===== config.mk =====
export PLATFORM = sky130hd
export DESIGN_NAME = epoch_time_to_calendar_fields
export DESIGN_NICKNAME = d
export VERILOG_FILES = /design/src/etcf_pkg.sv /design/src/epoch_time_to_calendar_fields.sv
export SDC_FILE = /design/constraint.sdc
export NUM_CORES = 2
export LEC_CHECK = 0
export BUFFER_PORTS_ARGS = -buffer_cell sky130_fd_sc_hd__buf_2
export CAP_MARGIN = 10
export CORE_MARGIN = 2
export CORE_UTILIZATION = 45
export CTS_CLUSTER_DIAMETER = 200
export DETAILED_ROUTE_END_ITERATION = 8
export PLACE_DENSITY_LB_ADDON = 0.05
export SLEW_MARGIN = 20
export SYNTH_ARGS = -nofsm -noshare
export SYNTH_HDL_FRONTEND = slang
export SYNTH_SLANG_ARGS = --single-unit

===== constraint.sdc =====
create_clock -name i_clk -period 29.1 [get_ports i_clk]
set_input_delay 0 -clock i_clk [delete_from_list [all_inputs] [get_ports i_clk]]
set_output_delay 0 -clock i_clk [all_outputs]
set_load 0.03 [all_outputs]

===== src/etcf_pkg.sv =====
// Package for the epoch-to-calendar converter: constants, pipeline record and helper functions.
package etcf_pkg;

    localparam int unsigned NSTG = 14;

    // configuration register indexes
    localparam logic CFG_ZONE = 1'b0;
    localparam logic CFG_DST  = 1'b1;

    localparam longint unsigned MS_DAY   = 64'd86400000;
    localparam longint unsigned CYC_DAYS = 64'd146097;
    // bias that keeps the local day count positive: 58 times the days in 400 years
    localparam longint unsigned DP_OFF   = 64'd58 * CYC_DAYS;
    // 1970-01-01 counted from 0000-03-01, reduced to one cycle
    localparam longint unsigned MAR_OFF  = 64'd719468 - 64'd4 * CYC_DAYS;

    // reciprocals, rounded up, exact for the operand ranges used
    localparam int unsigned     SH_CYC  = 43;
    localparam longint unsigned K_CYC   = ((64'd1 << SH_CYC) + CYC_DAYS - 1) / CYC_DAYS;
    localparam int unsigned     SH_1000 = 37;
    localparam longint unsigned K_1000  = ((64'd1 << SH_1000) + 64'd999) / 64'd1000;
    localparam int unsigned     SH_60   = 24;
    localparam longint unsigned K_60    = ((64'd1 << SH_60) + 64'd59) / 64'd60;
    localparam int unsigned     SH_36   = 36;
    localparam longint unsigned K_7     = ((64'd1 << SH_36) + 64'd6) / 64'd7;
    localparam longint unsigned K_1460  = ((64'd1 << SH_36) + 64'd1459) / 64'd1460;
    localparam longint unsigned K_36524 = ((64'd1 << SH_36) + 64'd36523) / 64'd36524;
    localparam longint unsigned K_365   = ((64'd1 << SH_36) + 64'd364) / 64'd365;
    localparam int unsigned     SH_16   = 16;
    localparam longint unsigned K_100   = ((64'd1 << SH_16) + 64'd99) / 64'd100;
    localparam longint unsigned K_5     = ((64'd1 << SH_16) + 64'd4) / 64'd5;
    localparam int unsigned     SH_20   = 20;
    localparam longint unsigned K_153   = ((64'd1 << SH_20) + 64'd152) / 64'd153;

    localparam logic [3:0] MON_JAN = 4'd0;
    localparam logic [3:0] MON_FEB = 4'd1;
    localparam logic [3:0] MON_DEC = 4'd11;

    typedef struct packed {
        logic signed [28:0] sum;
        logic signed [24:0] days;
        logic        [26:0] ms;
        logic        [24:0] dp;
        logic        [6:0]  q;
        logic signed [7:0]  cyc;
        logic        [17:0] dic;
        logic        [17:0] doe;
        logic signed [7:0]  era;
        logic        [17:0] yn;
        logic        [8:0]  yoe;
        logic        [8:0]  doym;
        logic        [3:0]  mp;
        logic        [3:0]  mon;
        logic        [4:0]  dom;
        logic        [8:0]  doy;
        logic        [2:0]  dow;
        logic               lp;
        logic               plp;
        logic signed [15:0] yr;
        logic        [4:0]  dim;
        logic        [2:0]  fdow;
        logic        [2:0]  pfdow;
        logic        [5:0]  wk;
        logic        [5:0]  wmax;
        logic signed [15:0] wyr;
        logic        [16:0] t_s;
        logic        [10:0] t_m;
        logic        [4:0]  hour;
        logic        [5:0]  minute;
        logic        [5:0]  second;
        logic        [9:0]  msec;
    } t_pipe;

    // floor(n / d) by multiplication with a rounded-up reciprocal
    function automatic longint unsigned dq(input longint unsigned n, input longint unsigned k,
                                           input int unsigned sh);
        return (n * k) >> sh;
    endfunction

    function automatic logic [2:0] mod7(input logic [17:0] n);
        logic [17:0] q;
        q = 18'(dq(64'(n), K_7, SH_36));
        return 3'(n - 18'(q * 18'd7));
    endfunction

    // year taken modulo 400
    function automatic logic leap9(input logic [8:0] y);
        return (y[1:0] == 2'd0) && (y != 9'd100) && (y != 9'd200) && (y != 9'd300);
    endfunction

    // offset that turns a day of year into its raw ISO week, from the weekday of 1 January
    function automatic logic [3:0] wk0(input logic [2:0] fdow);
        return (fdow < 3'd5) ? 4'(fdow) + 4'd6 : 4'(fdow) - 4'd1;
    endfunction

    function automatic logic [4:0] mlen(input logic [3:0] m0, input logic lp);
        logic [4:0] r;
        r = 5'd31;
        if (m0 == MON_FEB) begin
            r = 5'd28 + 5'(lp);
        end else if (m0 inside {4'd3, 4'd5, 4'd8, 4'd10}) begin
            r = 5'd30;
        end
        return r;
    endfunction

endpackage


===== src/epoch_time_to_calendar_fields.sv =====
// Epoch-to-calendar converter: pipelined UTC day/millisecond to local calendar fields.
// Usage:
//   Slave stream carries one UTC instant per transaction: signed days since
//   1970-01-01 and milliseconds since UTC midnight. Master stream returns one
//   result per transaction with the local date, time of day, month length
//   and ISO week with its week-based year.
//   The configuration channel writes the zone offset (index 0) and daylight
//   offset (index 1), both signed milliseconds; write only while idle.
// Timing:
//   Fourteen register stages, one constant-reciprocal multiply or so each;
//   a result is presented from the last stage register.
//   One transaction per cycle sustained while the output is not stalled.
// Reset: synchronous, active low; empties the pipeline and clears both
//   offsets to zero.
// Stall: while the output holds a result that is not taken, the whole
//   pipeline freezes and s_tready drops; nothing is lost or repeated.
module epoch_time_to_calendar_fields
    import etcf_pkg::*;
(
    input  logic         i_clk,
    input  logic         i_rst_n,
    input  logic         i_s_tvalid,
    output logic         o_s_tready,
    // [23:0] utc_days, [50:24] utc_ms
    input  logic [55:0]  i_s_tdata,
    output logic         o_m_tvalid,
    input  logic         i_m_tready,
    // [15:0] year, [19:16] month, [24:20] day_of_month, [33:25] day_of_year,
    // [36:34] day_of_week, [41:37] hour, [47:42] minute, [53:48] second,
    // [63:54] millisecond, [68:64] days_in_month, [74:69] week_of_year,
    // [90:75] week_year
    output logic [95:0]  o_m_tdata,
    input  logic         i_cfg_valid,
    output logic         o_cfg_ready,
    input  logic         i_cfg_addr,
    input  logic [26:0]  i_cfg_data
);

    logic [26:0]      r_zone;
    logic [23:0]      r_dst;
    logic [NSTG-1:0]  r_vld;
    t_pipe            r_p [NSTG];
    t_pipe            n_p [NSTG];
    logic             adv;

    assign adv         = !r_vld[NSTG-1] || i_m_tready;
    assign o_s_tready  = adv;
    assign o_cfg_ready = 1'b1;
    assign o_m_tvalid  = r_vld[NSTG-1];

    always_ff @(posedge i_clk) begin
        if (!i_rst_n) begin
            r_zone <= '0;
            r_dst  <= '0;
        end else if (i_cfg_valid) begin
            case (i_cfg_addr)
                CFG_ZONE: r_zone <= i_cfg_data;
                CFG_DST:  r_dst  <= i_cfg_data[23:0];
                default:  r_zone <= r_zone;
            endcase
        end
    end

    always_ff @(posedge i_clk) begin
        if (!i_rst_n) begin
            r_vld <= '0;
        end else if (adv) begin
            r_vld <= {r_vld[NSTG-2:0], i_s_tvalid};
        end
    end

    always_ff @(posedge i_clk) begin
        if (adv) begin
            r_p <= n_p;
        end
    end

    always_comb begin
        logic signed [2:0] c;
        logic [18:0] z;
        logic        wrap;
        logic [17:0] a;
        logic [17:0] t;
        logic [8:0]  yy;
        logic [3:0]  dz;
        logic [5:0]  w;

        // stage 0: offsets added to the millisecond count
        n_p[0]      = '0;
        n_p[0].days = {i_s_tdata[23], i_s_tdata[23:0]};
        n_p[0].sum  = $signed({2'b00, i_s_tdata[50:24]})
                    + $signed({{2{r_zone[26]}}, r_zone})
                    + $signed({{5{r_dst[23]}}, r_dst});

        // stage 1: day carry, biased day count
        n_p[1] = r_p[0];
        if (r_p[0].sum < 29'sd0) begin
            c = -3'sd1;
            n_p[1].ms = 27'(r_p[0].sum + 29'(MS_DAY));
        end else if (r_p[0].sum >= 29'(2 * MS_DAY)) begin
            c = 3'sd2;
            n_p[1].ms = 27'(r_p[0].sum - 29'(2 * MS_DAY));
        end else if (r_p[0].sum >= 29'(MS_DAY)) begin
            c = 3'sd1;
            n_p[1].ms = 27'(r_p[0].sum - 29'(MS_DAY));
        end else begin
            c = 3'sd0;
            n_p[1].ms = 27'(r_p[0].sum);
        end
        n_p[1].dp = 25'(r_p[0].days) + {{22{c[2]}}, c} + 25'(DP_OFF);

        // stage 2: cycle number, whole seconds
        n_p[2]     = r_p[1];
        n_p[2].q   = 7'(dq(64'(r_p[1].dp), K_CYC, SH_CYC));
        n_p[2].t_s = 17'(dq(64'(r_p[1].ms), K_1000, SH_1000));

        // stage 3: day in cycle, milliseconds, whole minutes
        n_p[3]      = r_p[2];
        n_p[3].dic  = 18'(r_p[2].dp - 25'(r_p[2].q) * 25'(CYC_DAYS));
        n_p[3].cyc  = $signed({1'b0, r_p[2].q}) - 8'sd58;
        n_p[3].msec = 10'(r_p[2].ms - 27'(r_p[2].t_s) * 27'd1000);
        n_p[3].t_m  = 11'(dq(64'(r_p[2].t_s), K_60, SH_60));

        // stage 4: move to March-based cycle, weekday, seconds, hours
        n_p[4] = r_p[3];
        z      = 19'(r_p[3].dic) + 19'(MAR_OFF);
        wrap   = (z >= 19'(CYC_DAYS));
        n_p[4].doe    = wrap ? 18'(z - 19'(CYC_DAYS)) : 18'(z);
        n_p[4].era    = r_p[3].cyc + 8'sd4 + $signed({7'd0, wrap});
        n_p[4].second = 6'(r_p[3].t_s - 17'(r_p[3].t_m) * 17'd60);
        n_p[4].hour   = 5'(dq(64'(r_p[3].t_m), K_60, SH_60));
        n_p[4].dow    = mod7(r_p[3].dic + 18'd4);

        // stage 5: year numerator, minutes
        n_p[5]        = r_p[4];
        n_p[5].yn     = r_p[4].doe - 18'(dq(64'(r_p[4].doe), K_1460, SH_36))
                      + 18'(dq(64'(r_p[4].doe), K_36524, SH_36))
                      - 18'(r_p[4].doe == 18'(CYC_DAYS - 1));
        n_p[5].minute = 6'(r_p[4].t_m - 11'(r_p[4].hour) * 11'd60);

        // stage 6: year of cycle
        n_p[6]     = r_p[5];
        n_p[6].yoe = 9'(dq(64'(r_p[5].yn), K_365, SH_36));

        // stage 7: day of March-based year
        n_p[7] = r_p[6];
        a = 18'(r_p[6].yoe) * 18'd365 + 18'(r_p[6].yoe >> 2)
          - 18'(dq(64'(r_p[6].yoe), K_100, SH_16));
        n_p[7].doym = 9'(r_p[6].doe - a);

        // stage 8: March-based month
        n_p[8]    = r_p[7];
        n_p[8].mp = 4'(dq(64'(r_p[7].doym) * 64'd5 + 64'd2, K_153, SH_20));

        // stage 9: day, month, year, leap flags
        n_p[9] = r_p[8];
        t  = 18'(r_p[8].mp) * 18'd153 + 18'd2;
        yy = r_p[8].yoe + 9'(r_p[8].mp >= 4'd10);
        n_p[9].dom = 5'(r_p[8].doym - 9'(dq(64'(t), K_5, SH_16)));
        n_p[9].mon = (r_p[8].mp < 4'd10) ? r_p[8].mp + 4'd2 : r_p[8].mp - 4'd10;
        n_p[9].yr  = $signed({{8{r_p[8].era[7]}}, r_p[8].era}) * 16'sd400
                   + $signed({7'd0, yy});
        n_p[9].lp  = leap9(yy);
        n_p[9].plp = leap9((yy == 9'd0) ? 9'd399 : yy - 9'd1);

        // stage 10: day of year, month length
        n_p[10]     = r_p[9];
        n_p[10].doy = (r_p[9].mon < 4'd2) ? r_p[9].doym - 9'd306
                                          : r_p[9].doym + 9'd59 + 9'(r_p[9].lp);
        n_p[10].dim = mlen(r_p[9].mon, r_p[9].lp);

        // stage 11: weekday of 1 January
        n_p[11]      = r_p[10];
        n_p[11].fdow = mod7(18'd378 + 18'(r_p[10].dow) - 18'(r_p[10].doy));

        // stage 12: raw week, week count of year, prior year's 1 January
        n_p[12] = r_p[11];
        dz = wk0(r_p[11].fdow);
        n_p[12].wk    = 6'(dq(64'(dz) + 64'(r_p[11].doy), K_7, SH_36));
        n_p[12].wmax  = 6'(dq(64'(dz) + 64'd368 + 64'(r_p[11].lp), K_7, SH_36));
        n_p[12].pfdow = mod7(18'(r_p[11].fdow) + 18'd13 - 18'(r_p[11].plp));

        // stage 13: week wrap at either end of the year, week-based year
        n_p[13] = r_p[12];
        w = r_p[12].wk;
        if (w >= r_p[12].wmax) begin
            w = 6'd1;
        end else if (w == 6'd0) begin
            w = 6'(dq(64'(wk0(r_p[12].pfdow)) + 64'd365 + 64'(r_p[12].plp), K_7, SH_36));
        end
        n_p[13].wk  = w;
        n_p[13].wyr = r_p[12].yr;
        if (r_p[12].mon == MON_JAN && w > 6'd26) begin
            n_p[13].wyr = r_p[12].yr - 16'sd1;
        end else if (r_p[12].mon == MON_DEC && w < 6'd26) begin
            n_p[13].wyr = r_p[12].yr + 16'sd1;
        end
    end

    assign o_m_tdata = {5'd0,
                        r_p[NSTG-1].wyr,
                        r_p[NSTG-1].wk,
                        r_p[NSTG-1].dim,
                        r_p[NSTG-1].msec,
                        r_p[NSTG-1].second,
                        r_p[NSTG-1].minute,
                        r_p[NSTG-1].hour,
                        r_p[NSTG-1].dow,
                        r_p[NSTG-1].doy + 9'd1,
                        r_p[NSTG-1].dom + 5'd1,
                        r_p[NSTG-1].mon + 4'd1,
                        r_p[NSTG-1].yr};

endmodule


==> summary.md <==
| Metric | Value |
|---|---|
| Status | `complete, no violations` |
| Sequential standard cell area | `0.0277 mm²` |
| Final Cell Area | `0.109 mm²` |
| Post-detailed-route wirelength per cell | `17.3 µm` |
| Die Height | `474 µm` |
| CP Buf/Inv Count | `5` |
| Sequential area share after synthesis | `0.278` |
| Total of max-cap violations | `0` |
| Setup TNS | `0 ns` |
| Clock skew | `0.0455 ns` |
| Pre-CTS setup slack | `18.62 ns` |
| Postcts setup bufs | `0` |
| Post-synthesis cell area | `0.0995 mm²` |
| Worst Path Class, Setup | `reg2reg` |
| CTS Hold Bufs | `161` |
| Setup ws final | `18.71 ns` |
| Total gr overflow | `0` |
| Max clock buf depth | `3` |
| Worst-Margin Slew | `1.05 ns` |
| DP HPWL | `170000 µm` |
| WL final | `206000 µm` |
| Synth Register Bits | `943` |
| Number of synthesized flops with an enable pin | `878` |
| Via density per instance | `4.91` |
| Initial Util | `0.453` |
| Num rows | `172` |
| Total GRT Usage | `0.191` |
| CTS clk-pin slew, worst paths | `0.06 ns` |
| Ports | `188` |
| RSZ-0062 raised after global routing | `false` |
| Placer Congestion | `0.906` |
| Fmax | `0.0963 GHz` |
| Port Buf Inserts | `173` |
| Vias in the first global route | `63.5k` |
| Core ar. | `0.220 mm²` |
| CTS resizes | `0` |
| First drt pass iteration count | `5` |
| Residual DRC | `0` |
| Synth warnings | `0` |
| CP Capture Type | `register` |
| Layout area overhead | `9.31%` |
| Die area | `0.225 mm²` |
| Via Count | `58.4k` |
| Pin count of the biggest net entering global routing | `139` |
| Later-pin clock latency in the skew report | `0.77 ns` |
| H-tree depth | `3` |
| Iter 0 DRT Violations | `2092` |
| Largest delay contributor family on the critical path | `adder cells` |
| Root buffer cell | `clkbuf_16` |
| Average cell area after synthesis | `11.7 µm²` |
| Final Max Slew Viols | `0` |
| Worst Path Max Fanout | `8` |
| Netlist cell types | `87` |
| Clk sinks | `943` |
| Startpoint Class | `register` |
| Placed cell area | `0.104 mm²` |
| Footprint of the multi-input gates | `0.0635 mm²` |
| Antenna violations before repair | `1` |
| Post-synth top flop | `edfxtp_1` |
| Required time worst endpoint | `29.57 ns` |
| Fin crit share | `0.357` |
| Final core occ | `0.495` |
| HP Class | `in2reg` |
| Fill cells | `19.8k` |
| First-pass GRT wire length | `340000 µm` |
| Fin. Hold Viols | `0` |
| Die width | `474 µm` |
| Post-synth ARST share | `0` |
| CP max stage delay | `0.90 ns` |
| Minimum clock period | `10.39 ns` |
| TritonCTS Buffers | `111` |
| Slowest cell on crit path | `a2111oi_0` |
| Rel. slew slack | `0.299` |
| Final setup viols | `0` |
| ANT nets after route | `0` |
| WP data arrival | `10.86 ns` |
| Layout Nets | `12.1k` |
| CTS tree | `done` |
| Layout cell share with drive strength beyond 1 | `0.0470` |
| Cells after synthesis | `8489` |
==> Yosys cell counts, drive strengths merged (74+ instances only) <==
cell type | number | share of area
edfxtp | 878 | 0.26
xnor2 | 314 | 0.028
buf | 85 | 0.0063
nand3 | 74 | 0.0038
fa | 1250 | 0.25
inv | 2021 | 0.076
nand2 | 272 | 0.010
o21ai | 126 | 0.0063
a21oi | 225 | 0.011
xor2 | 121 | 0.011
a21o | 140 | 0.011
ha | 1947 | 0.24
a21boi | 76 | 0.0057
nor2 | 180 | 0.0068
==> path summary, 6_finish.rpt <==
kind / from / endpoint / slack, ns / cells past startpoint
setup / recovery: n_p[2898]$_DFFE_PP_ / n_p[2538]$_DFFE_PP_ / 18.71 / 32
hold / removal: i_cfg_data[4] / r_dst[4]$_SDFFE_PN0P_ / 0.07 / 4
setup reg to reg: n_p[2898]$_DFFE_PP_ / n_p[2538]$_DFFE_PP_ / 18.71 / 32
hold reg to reg: n_p[358]$_DFFE_PP_ / n_p[20]$_DFFE_PP_ / 0.40 / 0
==> area by class of cell <==
class                   count  share of cell area
diodes                      3           0.0000690
clock buffers             133              0.0267
clock inverters            76             0.00647
inverters                2023              0.0699
multi-input cells        5401               0.584
flip-flops and latches    943               0.254
well taps                2958              0.0340
repair buffers            363              0.0249
==> flip-flops by register name (all words and copies together), names as in the netlist <==
signal / cells
n_p: 784
o_m_tdata: 70
r_zone: 27
r_dst: 24
r_p: 24
r_vld: 14
==> through the flow <==
step           std cells  hold slack [ns]
2_1_floorplan       8496           0.0989
3_3_place_gp       11500            0.176
3_5_place_dp       11500            0.178
4_1_cts            11900         0.000486
5_1_grt            11900           0.0551
6_report           11900           0.0745
==> cell families (layout without fill, tap and decap cells) <==
logic type	count (synthesis)	in the layout	share of synthesized area
other	2	12	0.0000755
AOI/OAI and AO/OA	839	839	0.0562
adders and majority gates	3197	3197	0.496
and+or+nand+nor	905	905	0.0449
buffers and inverters	2152	2595	0.0843
muxes	16	16	0.00166
xor gates and xnor gates	435	435	0.0385
DFF	943	943	0.278
==> cell usage in the layout, fill, tap and decap left out, types with 140 or more instances in the layout <==
master and instances:
ha_1 1947, buf_2 173, dlygate4sd3_1 161, xnor2_1 313, inv_1 2020, nand2_1 272
nor2_1 180, edfxtp_1 878, fa_1 1250, a21oi_1 225, a21o_1 140
==> worst min-delay path: stages <==
cell,delay (ns)
dlygate4sd3_1,0.53
buf_2,0.13
nand2_1,0.05
a21boi_0,0.06
==> layer usage <==
layer  share of wire  GRT usage
met3           0.029     0.0200
met2            0.49      0.332
met5               0          0
met4           0.020     0.0432
met1            0.46      0.258
Power is not shown: default switching activity piles up to over one toggle a cycle in this logic, so the estimate is an artifact.
